--- src/rtl/l1u8_pkg.sv ---
// ----------------------------------------------------------------------------
// l1u8_pkg: shared types and codes for the Latin-1 / UTF-8 transcoder
// Holds the input op codes, the direction codes and the queue entry layout.
// ----------------------------------------------------------------------------
package l1u8_pkg;

    localparam logic OP_DATA  = 1'b0;
    localparam logic OP_FLUSH = 1'b1;

    localparam logic DIR_ENCODE = 1'b0;
    localparam logic DIR_DECODE = 1'b1;

    // One queue entry carries all output bytes that one input item causes.
    typedef struct packed {
        logic       pair;    // second byte follows
        logic [7:0] byte1;   // second byte, valid when pair is set
        logic [7:0] byte0;   // first byte
    } entry_t;

endpackage

--- src/rtl/l1u8_front.sv ---
// ----------------------------------------------------------------------------
// l1u8_front: accept and classify input bytes
// Keeps the decode sequence state and turns each accepted item into zero or
// one queue entry of one or two output bytes.
// ----------------------------------------------------------------------------
module l1u8_front (
    input  logic             aclk,
    input  logic             aresetn,
    input  logic             cfg_wr_en,
    input  logic             cfg_wr_data,
    input  logic             accept,
    input  logic             op,
    input  logic [7:0]       in_byte,
    output logic             push,
    output l1u8_pkg::entry_t push_entry
);
    import l1u8_pkg::*;

    logic       direction_reg;
    logic [1:0] pend_reg, pend_next;
    logic [7:0] acc_reg, acc_next;
    logic [7:0] acc_fold;
    logic       is_cont;
    logic       emit;
    entry_t     entry;

    assign is_cont  = (in_byte[7:6] == 2'b10);
    assign acc_fold = {acc_reg[1:0], in_byte[5:0]};

    always_comb begin
        pend_next   = pend_reg;
        acc_next    = acc_reg;
        emit        = 1'b0;
        entry.pair  = 1'b0;
        entry.byte0 = in_byte;
        entry.byte1 = {2'b10, in_byte[5:0]};
        if (op == OP_FLUSH) begin
            pend_next = 2'd0;
            acc_next  = 8'd0;
        end else if (direction_reg == DIR_ENCODE) begin
            pend_next = 2'd0;
            acc_next  = 8'd0;
            emit      = 1'b1;
            if (in_byte[7]) begin
                entry.pair  = 1'b1;
                entry.byte0 = {6'b110000, in_byte[7:6]};
            end
        end else if (pend_reg != 2'd0 && is_cont) begin
            // fold the continuation, finish when none remain
            pend_next = pend_reg - 2'd1;
            acc_next  = acc_fold;
            if (pend_reg == 2'd1) begin
                emit        = 1'b1;
                entry.byte0 = (acc_fold == 8'd0) ? 8'd1 : acc_fold;
                acc_next    = 8'd0;
            end
        end else begin
            // abandon any open sequence, treat byte as a new lead
            pend_next = 2'd0;
            acc_next  = 8'd0;
            if (!in_byte[7]) begin
                emit = 1'b1;
            end else if (in_byte[7:5] == 3'b110) begin
                pend_next = 2'd1;
                acc_next  = {3'b000, in_byte[4:0]};
            end else if (in_byte[7:4] == 4'b1110) begin
                pend_next = 2'd2;
                acc_next  = {4'b0000, in_byte[3:0]};
            end else if (in_byte[7:3] == 5'b11110) begin
                pend_next = 2'd3;
                acc_next  = {5'b00000, in_byte[2:0]};
            end
        end
    end

    always_ff @(posedge aclk) begin
        if (!aresetn) begin
            direction_reg <= DIR_ENCODE;
            pend_reg      <= 2'd0;
            acc_reg       <= 8'd0;
        end else if (cfg_wr_en) begin
            direction_reg <= cfg_wr_data;
            pend_reg      <= 2'd0;
            acc_reg       <= 8'd0;
        end else if (accept) begin
            pend_reg <= pend_next;
            acc_reg  <= acc_next;
        end
    end

    assign push       = accept && emit;
    assign push_entry = entry;

    a_encode_no_seq: assert property (@(posedge aclk) disable iff (!aresetn)
        direction_reg == DIR_ENCODE |-> pend_reg == 2'd0)
        else $error("sequence open in encode mode");
    a_idle_acc_zero: assert property (@(posedge aclk) disable iff (!aresetn)
        pend_reg == 2'd0 |-> acc_reg == 8'd0)
        else $error("accumulator not clear with no sequence open");
    a_flush_silent: assert property (@(posedge aclk) disable iff (!aresetn)
        accept && op == OP_FLUSH |-> !push)
        else $error("flush produced output");
    a_flush_clears: assert property (@(posedge aclk) disable iff (!aresetn)
        accept && op == OP_FLUSH && !cfg_wr_en |=> pend_reg == 2'd0)
        else $error("flush left sequence open");

endmodule

--- src/rtl/l1u8_queue.sv ---
// ----------------------------------------------------------------------------
// l1u8_queue: short entry queue between front and back
// Circular buffer; push and pop may happen in the same cycle.
// ----------------------------------------------------------------------------
module l1u8_queue #(
    parameter int DEPTH = 4
) (
    input  logic             aclk,
    input  logic             aresetn,
    input  logic             push,
    input  l1u8_pkg::entry_t push_entry,
    input  logic             pop,
    output logic             full,
    output logic             empty,
    output l1u8_pkg::entry_t head
);
    import l1u8_pkg::*;

    localparam int AW = (DEPTH > 1) ? $clog2(DEPTH) : 1;
    localparam int CW = $clog2(DEPTH + 1);
    localparam logic [AW-1:0] LAST_IDX = AW'(DEPTH - 1);
    localparam logic [CW-1:0] FULL_CNT = CW'(DEPTH);

    entry_t        slot_reg [DEPTH];
    logic [AW-1:0] wr_ptr_reg, wr_ptr_next;
    logic [AW-1:0] rd_ptr_reg, rd_ptr_next;
    logic [CW-1:0] count_reg, count_next;
    logic          do_push, do_pop;

    assign full    = (count_reg == FULL_CNT);
    assign empty   = (count_reg == '0);
    assign do_push = push && !full;
    assign do_pop  = pop && !empty;
    assign head    = slot_reg[rd_ptr_reg];

    always_comb begin
        wr_ptr_next = wr_ptr_reg;
        rd_ptr_next = rd_ptr_reg;
        count_next  = count_reg;
        if (do_push) begin
            wr_ptr_next = (wr_ptr_reg == LAST_IDX) ? '0 : wr_ptr_reg + AW'(1);
        end
        if (do_pop) begin
            rd_ptr_next = (rd_ptr_reg == LAST_IDX) ? '0 : rd_ptr_reg + AW'(1);
        end
        if (do_push && !do_pop) begin
            count_next = count_reg + CW'(1);
        end else if (do_pop && !do_push) begin
            count_next = count_reg - CW'(1);
        end
    end

    always_ff @(posedge aclk) begin
        if (!aresetn) begin
            wr_ptr_reg <= '0;
            rd_ptr_reg <= '0;
            count_reg  <= '0;
        end else begin
            wr_ptr_reg <= wr_ptr_next;
            rd_ptr_reg <= rd_ptr_next;
            count_reg  <= count_next;
        end
    end

    always_ff @(posedge aclk) begin
        if (do_push) begin
            slot_reg[wr_ptr_reg] <= push_entry;
        end
    end

    a_no_overflow: assert property (@(posedge aclk) disable iff (!aresetn)
        !(push && full))
        else $error("push into full queue");
    a_count_range: assert property (@(posedge aclk) disable iff (!aresetn)
        count_reg <= FULL_CNT)
        else $error("queue count out of range");
    a_ptr_match: assert property (@(posedge aclk) disable iff (!aresetn)
        (empty || full) |-> wr_ptr_reg == rd_ptr_reg)
        else $error("queue pointers disagree with count");

endmodule

--- src/rtl/l1u8_back.sv ---
// ----------------------------------------------------------------------------
// l1u8_back: emit queued entries as output byte transfers
// Sends the first byte, then the second when the entry holds a pair.
// ----------------------------------------------------------------------------
module l1u8_back (
    input  logic             aclk,
    input  logic             aresetn,
    input  logic             empty,
    input  l1u8_pkg::entry_t head,
    output logic             pop,
    output logic             m_tvalid,
    input  logic             m_tready,
    output logic [7:0]       m_tdata,
    output logic             m_tlast
);
    import l1u8_pkg::*;

    logic half_reg, half_next;
    logic xfer;

    assign m_tvalid = !empty;
    assign m_tdata  = half_reg ? head.byte1 : head.byte0;
    assign m_tlast  = half_reg || !head.pair;
    assign xfer     = m_tvalid && m_tready;
    assign pop      = xfer && m_tlast;

    always_comb begin
        half_next = half_reg;
        if (xfer) begin
            half_next = !m_tlast;
        end
    end

    always_ff @(posedge aclk) begin
        if (!aresetn) begin
            half_reg <= 1'b0;
        end else begin
            half_reg <= half_next;
        end
    end

    a_half_on_pair: assert property (@(posedge aclk) disable iff (!aresetn)
        half_reg |-> !empty && head.pair)
        else $error("second byte pending without a pair entry");
    a_half_after_first: assert property (@(posedge aclk) disable iff (!aresetn)
        $rose(half_reg) |-> $past(xfer) && $past(head.pair))
        else $error("second byte started without first transfer");
    a_pop_last: assert property (@(posedge aclk) disable iff (!aresetn)
        pop |-> m_tlast && m_tready)
        else $error("entry released before its last byte");

endmodule

--- src/rtl/latin1_utf8_transcoder_top.sv ---
// ----------------------------------------------------------------------------
// latin1_utf8_transcoder_top: Latin-1 / UTF-8 byte stream transcoder
// Front classifier, short entry queue and output byte emitter.
// ----------------------------------------------------------------------------
// The block takes one byte per cycle on the s_ channel while s_tready is
// high. With direction 0 it encodes Latin-1 to UTF-8: bytes below 0x80 pass
// as one output byte, higher bytes become a two-byte sequence (tlast on the
// second). With direction 1 it decodes UTF-8: ASCII passes through, multibyte
// sequences yield the low 8 bits of the code point (0 becomes 1) on their
// final continuation byte, stray continuations and leads 0xF8..0xFF are
// dropped, and a bad continuation abandons the open sequence and restarts
// on that byte. Setting s_tuser marks a flush: the open sequence is
// discarded and nothing is sent. Writing cfg_wr_data under cfg_wr_en sets
// the direction and also discards any open sequence; write it only while
// the block is idle. An item is classified in the cycle of its transfer; its
// entry is registered in the queue and offered on m_ after those ahead of it.
// Sustained rate is one input per cycle while m_tready is high, except that
// an encoded byte of 0x80 or above needs two transfers on the single output
// port, so a run of such bytes is paced by the output. The QUEUE_DEPTH-entry
// queue absorbs output stalls and keeps s_tready high while it has room.
// ----------------------------------------------------------------------------
module latin1_utf8_transcoder_top #(
    parameter int QUEUE_DEPTH = 4
) (
    input  logic       aclk,
    input  logic       aresetn,
    // configuration
    input  logic       cfg_wr_en,
    input  logic       cfg_wr_data,   // direction: 0 encode, 1 decode
    // input stream
    input  logic       s_tvalid,
    output logic       s_tready,
    input  logic [7:0] s_tdata,       // [7:0] in_byte
    input  logic       s_tuser,       // [0] op: 0 data, 1 flush
    // output stream
    output logic       m_tvalid,
    input  logic       m_tready,
    output logic [7:0] m_tdata,       // [7:0] out_byte
    output logic       m_tlast        // final byte caused by an input
);
    import l1u8_pkg::*;

    logic   accept;
    logic   push;
    entry_t push_entry;
    logic   pop;
    logic   q_full;
    logic   q_empty;
    entry_t q_head;

    // Hold input back only when the queue has no free entry.
    assign s_tready = !q_full;
    assign accept   = s_tvalid && s_tready;

    // Classify each transfer and update the decode sequence state.
    l1u8_front u_front (
        .aclk        (aclk),
        .aresetn     (aresetn),
        .cfg_wr_en   (cfg_wr_en),
        .cfg_wr_data (cfg_wr_data),
        .accept      (accept),
        .op          (s_tuser),
        .in_byte     (s_tdata),
        .push        (push),
        .push_entry  (push_entry)
    );

    // Decouple classification from output back-pressure.
    l1u8_queue #(
        .DEPTH (QUEUE_DEPTH)
    ) u_queue (
        .aclk       (aclk),
        .aresetn    (aresetn),
        .push       (push),
        .push_entry (push_entry),
        .pop        (pop),
        .full       (q_full),
        .empty      (q_empty),
        .head       (q_head)
    );

    // Advance through the bytes of the head entry.
    l1u8_back u_back (
        .aclk     (aclk),
        .aresetn  (aresetn),
        .empty    (q_empty),
        .head     (q_head),
        .pop      (pop),
        .m_tvalid (m_tvalid),
        .m_tready (m_tready),
        .m_tdata  (m_tdata),
        .m_tlast  (m_tlast)
    );

    a_push_has_room: assert property (@(posedge aclk) disable iff (!aresetn)
        push |-> !q_full)
        else $error("entry produced with queue full");
    a_out_needs_entry: assert property (@(posedge aclk) disable iff (!aresetn)
        m_tvalid |-> !q_empty)
        else $error("output valid without a queued entry");
    a_no_push_unaccepted: assert property (@(posedge aclk) disable iff (!aresetn)
        push |-> accept)
        else $error("entry produced without an accepted input");

endmodule

--- config.mk ---
export PLATFORM = sky130hd
export DESIGN_NAME = latin1_utf8_transcoder_top
export DESIGN_NICKNAME = d
export VERILOG_FILES = /design/src/rtl/l1u8_pkg.sv /design/src/rtl/l1u8_front.sv /design/src/rtl/l1u8_queue.sv /design/src/rtl/l1u8_back.sv /design/src/rtl/latin1_utf8_transcoder_top.sv
export SDC_FILE = /design/constraint.sdc
export NUM_CORES = 1
export LEC_CHECK = 0
export BUFFER_PORTS_ARGS = -buffer_cell sky130_fd_sc_hd__buf_2
export CAP_MARGIN = 20
export CORE_MARGIN = 2
export CORE_UTILIZATION = 51
export DETAILED_ROUTE_END_ITERATION = 7
export PLACE_DENSITY_LB_ADDON = 0.08
export SETUP_SLACK_MARGIN = 0.15
export SYNTH_ARGS = -nofsm -noshare
export SYNTH_HDL_FRONTEND = slang
export SYNTH_SLANG_ARGS = --single-unit
--- constraint.sdc ---
create_clock -name aclk -period 2.7 [get_ports aclk]
set_clock_uncertainty 0.15 [all_clocks]
set_input_delay 0.135 -clock aclk [delete_from_list [all_inputs] [get_ports aclk]]
set_output_delay 0.135 -clock aclk [all_outputs]
set_load 0.005 [all_outputs]
Yosys cells after proc, flatten, opt, wreduce, memory -nomap -nowiden
Memories as Yosys holds them, arrays and structs flattened. A register that Yosys moved wholly into a read port is not among the register bits.
Cells that the tools add are included.
{"block": "classes", "n_reduce_logical": 21, "bitwise_logic": 1, "addsub": 5, "n_eq_ne": 8, "mux": 38}
{"operator": "8-bit two-way mux", "n": 7}
{"operator": "2-bit two-way mux", "n": 19}
{"operator": "1-bit two-way mux", "n": 10}
{"operator": "1-bit logical AND", "n": 9}
{"operator": "8-bit zero test", "n": 1}
{"operator": "2-bit equality test (second input constant)", "n": 3}
{"operator": "3-bit equality test (second input constant)", "n": 2}
{"operator": "1-bit zero test", "n": 6}
{"operator": "3-bit two-way mux", "n": 2}
{"operator": "5-bit equality test (second input constant)", "n": 1}
{"operator": "2-bit by 1-bit adder with 2-bit output (second input constant)", "n": 2}
{"operator": "4-bit equality test (second input constant)", "n": 1}
{"operator": "2-bit nonzero test", "n": 2}
{"operator": "3-bit by 1-bit adder with 3-bit output (second input constant)", "n": 1}
{"operator": "3-bit zero test", "n": 1}
{"operator": "3-bit by 1-bit subtractor with 3-bit output (second input constant)", "n": 1}
{"operator": "2-bit by 1-bit equality test with 1-bit output (second input constant)", "n": 1}
{"operator": "2-bit OR reduction", "n": 1}
{"operator": "2-bit by 1-bit subtractor with 2-bit output (second input constant)", "n": 1}
{"operator": "1-bit logical OR", "n": 1}
{"operator": "1-bit NOT", "n": 1}
{"block": "totals", "word_cells": 81, "regBits": 13, "memories": 1, "output_inout_bits": 11, "mem_bits_rw": 60, "input_bits": 15}
{"name": "u_queue.slot_reg", "depth": 4, "width": 15, "read_ports": 1, "rd_ports_with_merged_regs": 1, "write_ports": 1, "line_no": "l1u8_queue.sv:24", "text": "entry_t slot_reg [DEPTH];"}

Longest topological paths before layout
Gate-level depths: netlist (run 1).
{"block": "logic_depth", "depth_word": 11, "depth_mapped": 11, "depth_no_buf": 11}

Hierarchy
A second synthesis (run 1) with hierarchy kept.
{"block": "unflattened", "cells_unflattened": 225, "area_unflattened_um2": 3649.8}
{"mod": "l1u8_queue", "instances": 1, "seq_area_each_um2": 2222.1, "cells_per_inst": 140, "area_per_inst_um2": 2972.9}
{"mod": "l1u8_front", "instances": 1, "seq_area_each_um2": 100.1, "cells_per_inst": 66, "area_per_inst_um2": 483.0}
{"mod": "l1u8_back", "instances": 1, "seq_area_each_um2": 20.0, "cells_per_inst": 17, "area_per_inst_um2": 183.9}
{"mod": "latin1_utf8_transcoder_top", "instances": 1, "seq_area_each_um2": 0.0, "cells_per_inst": 2, "area_per_inst_um2": 10.0}

Worst setup path before layout (run 1)
Ideal clock, no wire load.
{"block": "synth_timing", "kind": "register -> register", "startpoint": "register u_front.pend_reg[0]", "endpoint": "register u_queue.count_reg[2]", "path_slack_ps": -82, "n_path_buf": 0, "required_ps": 2480, "t_arrival_ps": 2562, "setup_time_ps": 70, "path_stages_with_launch": 12, "period_less_slack_ps": 2782, "cell_sequence": "dfxtp_1 > inv_1 > ha_1 > nor3b_2 > nor2_1 > nor3_4 > ha_1 > inv_1 > fa_1 > xor2_1 > or3_1 > a21boi_1"}
{"block": "synth_between", "elab_chain_cells": 10, "elab_cells_between_ends": 14, "cone_classes": "eq/ne: 1; mux: 5; reduce/logical: 8"}
{"item": "start: declaration", "line_no": "l1u8_front.sv:20", "text": "logic [1:0] pend_reg, pend_next;"}
{"item": "start signal: assignment", "line_no": "l1u8_front.sv:86", "text": "pend_reg <= pend_next;"}
{"item": "2-bit by 1-bit equality test with 1-bit output or 2-bit nonzero test (tied branches)", "line_no": "l1u8_front.sv:52, l1u8_front.sv:48"}
{"item": "1-bit two-way mux or 1-bit logical AND (tied branches)", "line_no": "l1u8_front.sv:52, l1u8_front.sv:48"}
{"item": "1-bit two-way mux *", "line_no": "l1u8_front.sv:48", "text": "end else if (pend_reg != 2'd0 && is_cont) begin"}
{"item": "1-bit two-way mux *", "line_no": "l1u8_front.sv:40", "text": "end else if (direction_reg == DIR_ENCODE) begin"}
{"item": "1-bit two-way mux *", "line_no": "l1u8_front.sv:37", "text": "if (op == OP_FLUSH) begin"}
{"item": "1-bit logical AND *", "line_no": "l1u8_front.sv:91", "text": "assign push = accept && emit;"}
{"item": "1-bit logical AND *", "line_no": "l1u8_queue.sv:32", "text": "assign do_push = push && !full;"}
{"item": "net u_queue.do_push", "line_no": "l1u8_queue.sv:28", "text": "logic do_push, do_pop;"}
{"item": "1-bit zero test", "line_no": "l1u8_queue.sv:48", "text": "end else if (do_pop && !do_push) begin"}
{"item": "1-bit logical AND", "line_no": "l1u8_queue.sv:48"}
{"item": "2-bit nonzero test (no source line)"}
{"item": "end signal: assignment", "line_no": "l1u8_queue.sv:61", "text": "count_reg <= count_next;"}
{"item": "end: declaration", "line_no": "l1u8_queue.sv:27", "text": "logic [CW-1:0] count_reg, count_next;"}
The timed path passes the listed nets; every way through them passes the cells marked *.
A chain may end at the register's enable or synchronous reset.

Worst setup path in the final report (run 1)
{"block": "layout_timing", "startpoint": "register u_front.pend_reg[1]", "endpoint": "register u_queue.count_reg[2]"}
The elaborated chain is that of the path after synthesis.

==> impl_metrics.ini, run 1 <==
[detailed_routing]
wl_per_cell_microns = 17.86
vias_per_cell = 5.513
routed_wl_mm = 6.163
firstDrtPassIters = 4
drc_errors = 0
vias = 1902
drtIter0Drc = 95
postRouteAntennaNets = 0

[setup_path]
critPathMaxFanout = 4
crit_top_cell = ha_2
critical-path-max-stage-delay_ns = 0.35
slowest_stage = dfxtp_1
worst_setup_path_end_kind = flip-flop
criticalPathCategory = reg -> reg
worstPathCellList = inv_1 > ha_2 > nor3b_4 > nor2_2 > nor3_4 > ha_2 > inv_2 > fa_2 > xor2_1 > or3_1 > a21boi_1
worstRegToRegCells = 11
startpoint_type = flip-flop
cp.required_ns = 2.82
cp.arrival_ns = 2.51

[timing]
finalWorstSetupSlack_ns = 0.3102
timing.setup.tns_ns = 0
setup_violations = 0
fin_crit_sh_pct = 88.51
hold_violations = 0
drv_slew = 0
rsz0062_at_grt = false
fmax_mhz = 418.4
min_period_ns = 2.390
tightest_slew_ns = 0.7810
relSlewSlack_pct = 47.74

[power]
ir_worst_vdd_uv = 352.6
p_total_uw = 2923
switching_power_uw = 789.5
power.leakage_uw = 0.001382
powerDensity_nw_per_um2 = 761.7
p_comb_share_pct = 23.8
pwr-share-clk_pct = 28.5
seqPwrFrac_pct = 47.7
power.internal_uw = 2133
p_sw_share_pct = 27.01

[synth]
ys_seq_area_share_pct = 64.42
synth_area_leaders = edfxtp_1, mux4_2, dfxtp_1
synth_top_area_share_pct = 55.21
synthMostInstantiatedCell = edfxtp_1
syn_area_sq_um = 3263
synth_top_cell_by_area = edfxtp_1
async_reset_ff_share_pct = 0
synthTopCellsByCount = edfxtp_1, nand2_1, dfxtp_1, mux4_2, ha_1
synth-seq-cells = 75
ys.flop_type = edfxtp_1
synth_edf_count = 60
syn_inst = 212
synth_cell_types = 44
avgSynthCellArea_sq_um = 15.39
yosysWarnings = 0
syn_nets = 236

[clock_network]
clk_pin_slew_ns = 0.07
cts_tree = yes
numCtsBuffers = 9
clk_latency_ns = 0.34
root_buffer = clkbuf_8
clockBufferDepth = 2
htreeDepth = 3
clock-sinks = 75

[final_layout]
drive_gt1_share_pct = 30.22
largest_register_ffs = 60
num_antenna_cells = 0
area_growth_pct = 17.60
stdcell_area_sq_um = 3837
final_util_pct = 61.13
nNetsFinal = 287

[place]
dp_hpwl_mm = 4.153
place_congestion = 0.8308
post-place-ws_ns = 0.2061
port_buffers = 25
placed_area_sq_um = 3528

[status]
status = finished clean

[grt]
track_usage_pct = 19.14
antenna_found_initial = 0
grt_pass1_vias = 2035
grt_pass1_wl_mm = 9.998
grt_max_degree = 16
gr-total-overflow = 0

[die]
die_y_microns = 83.99
num_rows = 29
core_area_sq_um = 6277
die-area_sq_um = 7054
start_util_pct = 51.98
io_pins = 26
die-width_microns = 83.99

[min_path]
hold_depth = 3
hold_class = in -> reg

[run]
maxCapViolations = 0
==> timing repair <==
action / in CTS / in global routing
hold endpoints to repair: 29 / 0
setup endpoints to repair: 0 / 1
hold buffers: 10 / 0
buffers inserted: 0 / 2
resized for setup: 0 / 0
==> worst paths after layout <==
kind,start,to,slack (ns)
max,u_front.pend_reg[1],u_queue.count_reg[2],0.31
min reg2reg,u_queue.rd_ptr_reg[1],u_queue.rd_ptr_reg[1],0.33
min,aresetn,u_queue.wr_ptr_reg[0],0.01
max reg2reg,u_front.pend_reg[1],u_queue.count_reg[2],0.31
==> cells by family after synthesis <==
group	after synthesis	share of synthesized area, %
buffers and inverters	16	2.531
AOI/OAI and AO/OA	25	6.250
DFF	75	64.42
adders and majority gates	9	3.681
and+or+nand+nor	66	11.01
xor gates and xnor gates	2	0.5369
muxes	19	11.58
==> routing by layer <==
metal  up-vias  global-route usage, %  share of wire [%]
met5         -                      0                  0
met2        55                  32.58                 50
met1       929                  22.81                 43
met3        12                  5.143                4.7
li1        906                      -                  -
met4         0                  8.504                2.3
==> cell type report <==
type	instances	area, sq um
repair buffers	47	315.3
clock buffers	11	141.4
clock inverters	5	52.55
flip-flops and latches	75	2103
fillers	482	2440
well taps	77	96.34
inverters	9	33.78
multi-input cells	121	1095
==> stage by stage <==
step	instances	hold slack [ns]
2_1_floorplan	212	0.08387
3_3_place_gp	317	0.2433
3_5_place_dp	317	0.2560
4_1_cts	343	0.009483
5_1_grt	345	0.01927
6_report	345	0.01136
==> power groups by stage <==
stage	sequential (uW)	combinational, uW	clock, uW
2_1_floorplan	1400	487	0
3_3_place_gp	1410	668	0
3_5_place_dp	1420	693	0
4_1_cts	1390	708	849
5_1_grt	1400	783	892
6_report	1390	696	833
==> worst max-delay path: cells and delay by family (launching register included) <==
family,cells,cell delay [ns]
adders and majority gates,3,0.74
AOI/OAI and AO/OA,1,0.13
buffers and inverters,2,0.11
xor gates and xnor gates,1,0.15
DFF,1,0.35
and+or+nand+nor,4,0.69
==> cell usage in the layout (no fill, tap or decap), types with 2 or more instances in the layout <==
cell	Yosys	routed
a211o_1	2	2
nor2_1	6	5
nand2_1	28	28
nand3_1	2	2
mux2i_1	4	4
nor2b_1	6	6
dfxtp_1	15	14
a31oi_1	2	2
inv_1	7	6
ha_2	0	2
a21oi_1	4	4
clkinv_2	0	3
edfxtp_1	60	60
clkbuf_8	0	10
dlygate4sd3_1	0	10
inv_2	2	3
ha_1	8	6
or3_1	3	3
o22a_1	2	2
buf_4	1	12
mux4_2	15	15
and2_1	6	6
or2_1	2	2
a21boi_1	3	3
nand2b_1	3	3
buf_2	3	25
nand4_1	2	2
o21ai_1	3	3
a22o_1	3	3
No activity file was read; power rests on OpenSTA's default activity.
==> inputs of run 2 (changes only) <==
- CORE_ASPECT_RATIO: not set -> 0.6
==> impl_metrics.ini, run 2 (synthesis gave the netlist of run 1 again) <==
[timing]
fmax_mhz = 407.6
setup_violations = 0
min_period_ns = 2.454
rsz0062_at_grt = false
drv_slew = 0
timing.setup.tns_ns = 0
tightest_slew_ns = 0.7389
fin_crit_sh_pct = 90.87
relSlewSlack_pct = 50.56
hold_violations = 0

[clock_network]
cts_tree = yes
clockBufferDepth = 2
clk_pin_slew_ns = 0.07
htreeDepth = 3
root_buffer = clkbuf_8
clock-sinks = 75
numCtsBuffers = 9
clk_latency_ns = 0.34

[final_layout]
drive_gt1_share_pct = 30.45
stdcell_count = 350
num_antenna_cells = 0
stdcell_area_sq_um = 3827
area_growth_pct = 17.29
final_cell_mix = edfxtp_1, nand2_1, buf_2, mux4_2, dfxtp_1
multi_input_area_sq_um = 1095
seqCellArea_sq_um = 2105
nNetsFinal = 285
fillers = 454
largest_register_ffs = 60
mostFrequentLayoutCell = edfxtp_1

[die]
core_area_sq_um = 6138
io_pins = 26
die-area_sq_um = 7075
num_rows = 22
start_util_pct = 53.16
die_y_microns = 65.96
die-width_microns = 107.3

[setup_path]
criticalPathCategory = reg -> reg
cp.arrival_ns = 2.54
worst_setup_path_end_kind = flip-flop
crit_buf_inv = 2
worstPathCellList = mux4_2 > a21oi_4 > inv_2 > ha_2 > inv_2 > fa_2 > mux2i_1 > nor2b_1
slowest_stage = mux4_2
startpoint_type = flip-flop
crit_path_start = u_queue.slot_reg[3][14]
critPathTopFamily = multiplexers
crit_top_cell = inv_2
critPathMaxFanout = 5
cp.required_ns = 2.78
critical-path-max-stage-delay_ns = 0.57
reg2reg_from = u_queue.slot_reg[3][14]

[place]
dp_hpwl_mm = 4.418
place_inst = 324
place_congestion = 0.7478
port_buffers = 25
placed_area_sq_um = 3537

[min_path]
hold_class = in -> reg
min_from = cfg_wr_en

[detailed_routing]
vias_per_cell = 5.443
wl_met2_mm = 3.183
vias = 1905
routed.top_layer = met4
wl_per_cell_microns = 18.21
firstDrtPassIters = 4
postRouteAntennaNets = 0
drtIter0Drc = 144
drc_errors = 0
routed-wl-met3_microns = 351
routed_wl_mm = 6.375
met1_length_mm = 2.791

[grt]
grt_pass1_wl_mm = 10.31
track_usage_pct = 21.06
grt_max_degree = 16
gr-total-overflow = 0
grt_pass1_vias = 1907
antenna_found_initial = 0

[power]
powerDensity_nw_per_um2 = 766.5
power.leakage_uw = 0.001367
ir_worst_vdd_uv = 326.6

[status]
status = finished clean

[run]
maxCapViolations = 0
==> run 2: per-layer routing <==
layer  up-vias  GRT usage (%)
li1        904              -
met1       941          26.86
met2        56          35.36
met3         4          6.207
met4         0          6.331
met5         -              0
==> run 2: power by group <==
group / switching [uW] / total (uW) / internal [uW]
registers: 59.3 / 1400 / 1340
clock network: 403 / 826 / 423
logic: 361 / 712 / 351
==> run 2: cell type report <==
| cell class | instances | share of cell area (%) |
|---|---|---|
| Tap cell | 84 | 2.746 |
| Timing Repair Buffer | 45 | 7.780 |
| Clock buffer | 9 | 3.236 |
| Multi-Input combinational cell | 121 | 28.60 |
| Clock inverter | 7 | 1.765 |
| Sequential cell | 75 | 54.99 |
| Inverter | 9 | 0.8826 |
==> run 2: stage by stage <==
| stage | power, uW | hold slack, ns | setup slack (ns) | utilization [%] |
|---|---|---|---|---|
| after floorplan | 1889 | 0.08387 | 0.1100 | - |
| after global placement | 2086 | 0.2478 | 0.3247 | 57.62 |
| after detailed placement | 2132 | 0.2626 | 0.2239 | 57.62 |
| after CTS | 2958 | 0.001105 | 0.2010 | 62.21 |
| after global routing | 3097 | 0.002121 | 0.1521 | 62.35 |
| final | 2934 | 0.006301 | 0.2465 | 62.35 |
==> run 2: timing repair <==
action | CTS | global route
setup buffers | 0 | 1
setup endpoints to repair | 0 | 1
gates resized for setup | 0 | 1
hold buffers | 9 | 0
hold endpoints to repair | 28 | 0
==> run 2: final timing paths <==
| path | endpoint | slack, ns | cells past startpoint |
|---|---|---|---|
| min | u_front.pend_reg[0] | 0.006 | 3 |
| max | u_queue.count_reg[1] | 0.25 | 8 |
| min reg2reg | u_front.pend_reg[1] | 0.32 | 1 |
| max reg2reg | u_queue.count_reg[1] | 0.25 | 8 |
==> run 2: worst register-to-register path: stages, from the launching register on <==
cell      delay [ns]
edfxtp_1        0.41
mux4_2          0.57
a21oi_4         0.25
inv_2           0.05
ha_2            0.20
inv_2           0.05
fa_2            0.43
mux2i_1         0.18
nor2b_1         0.06
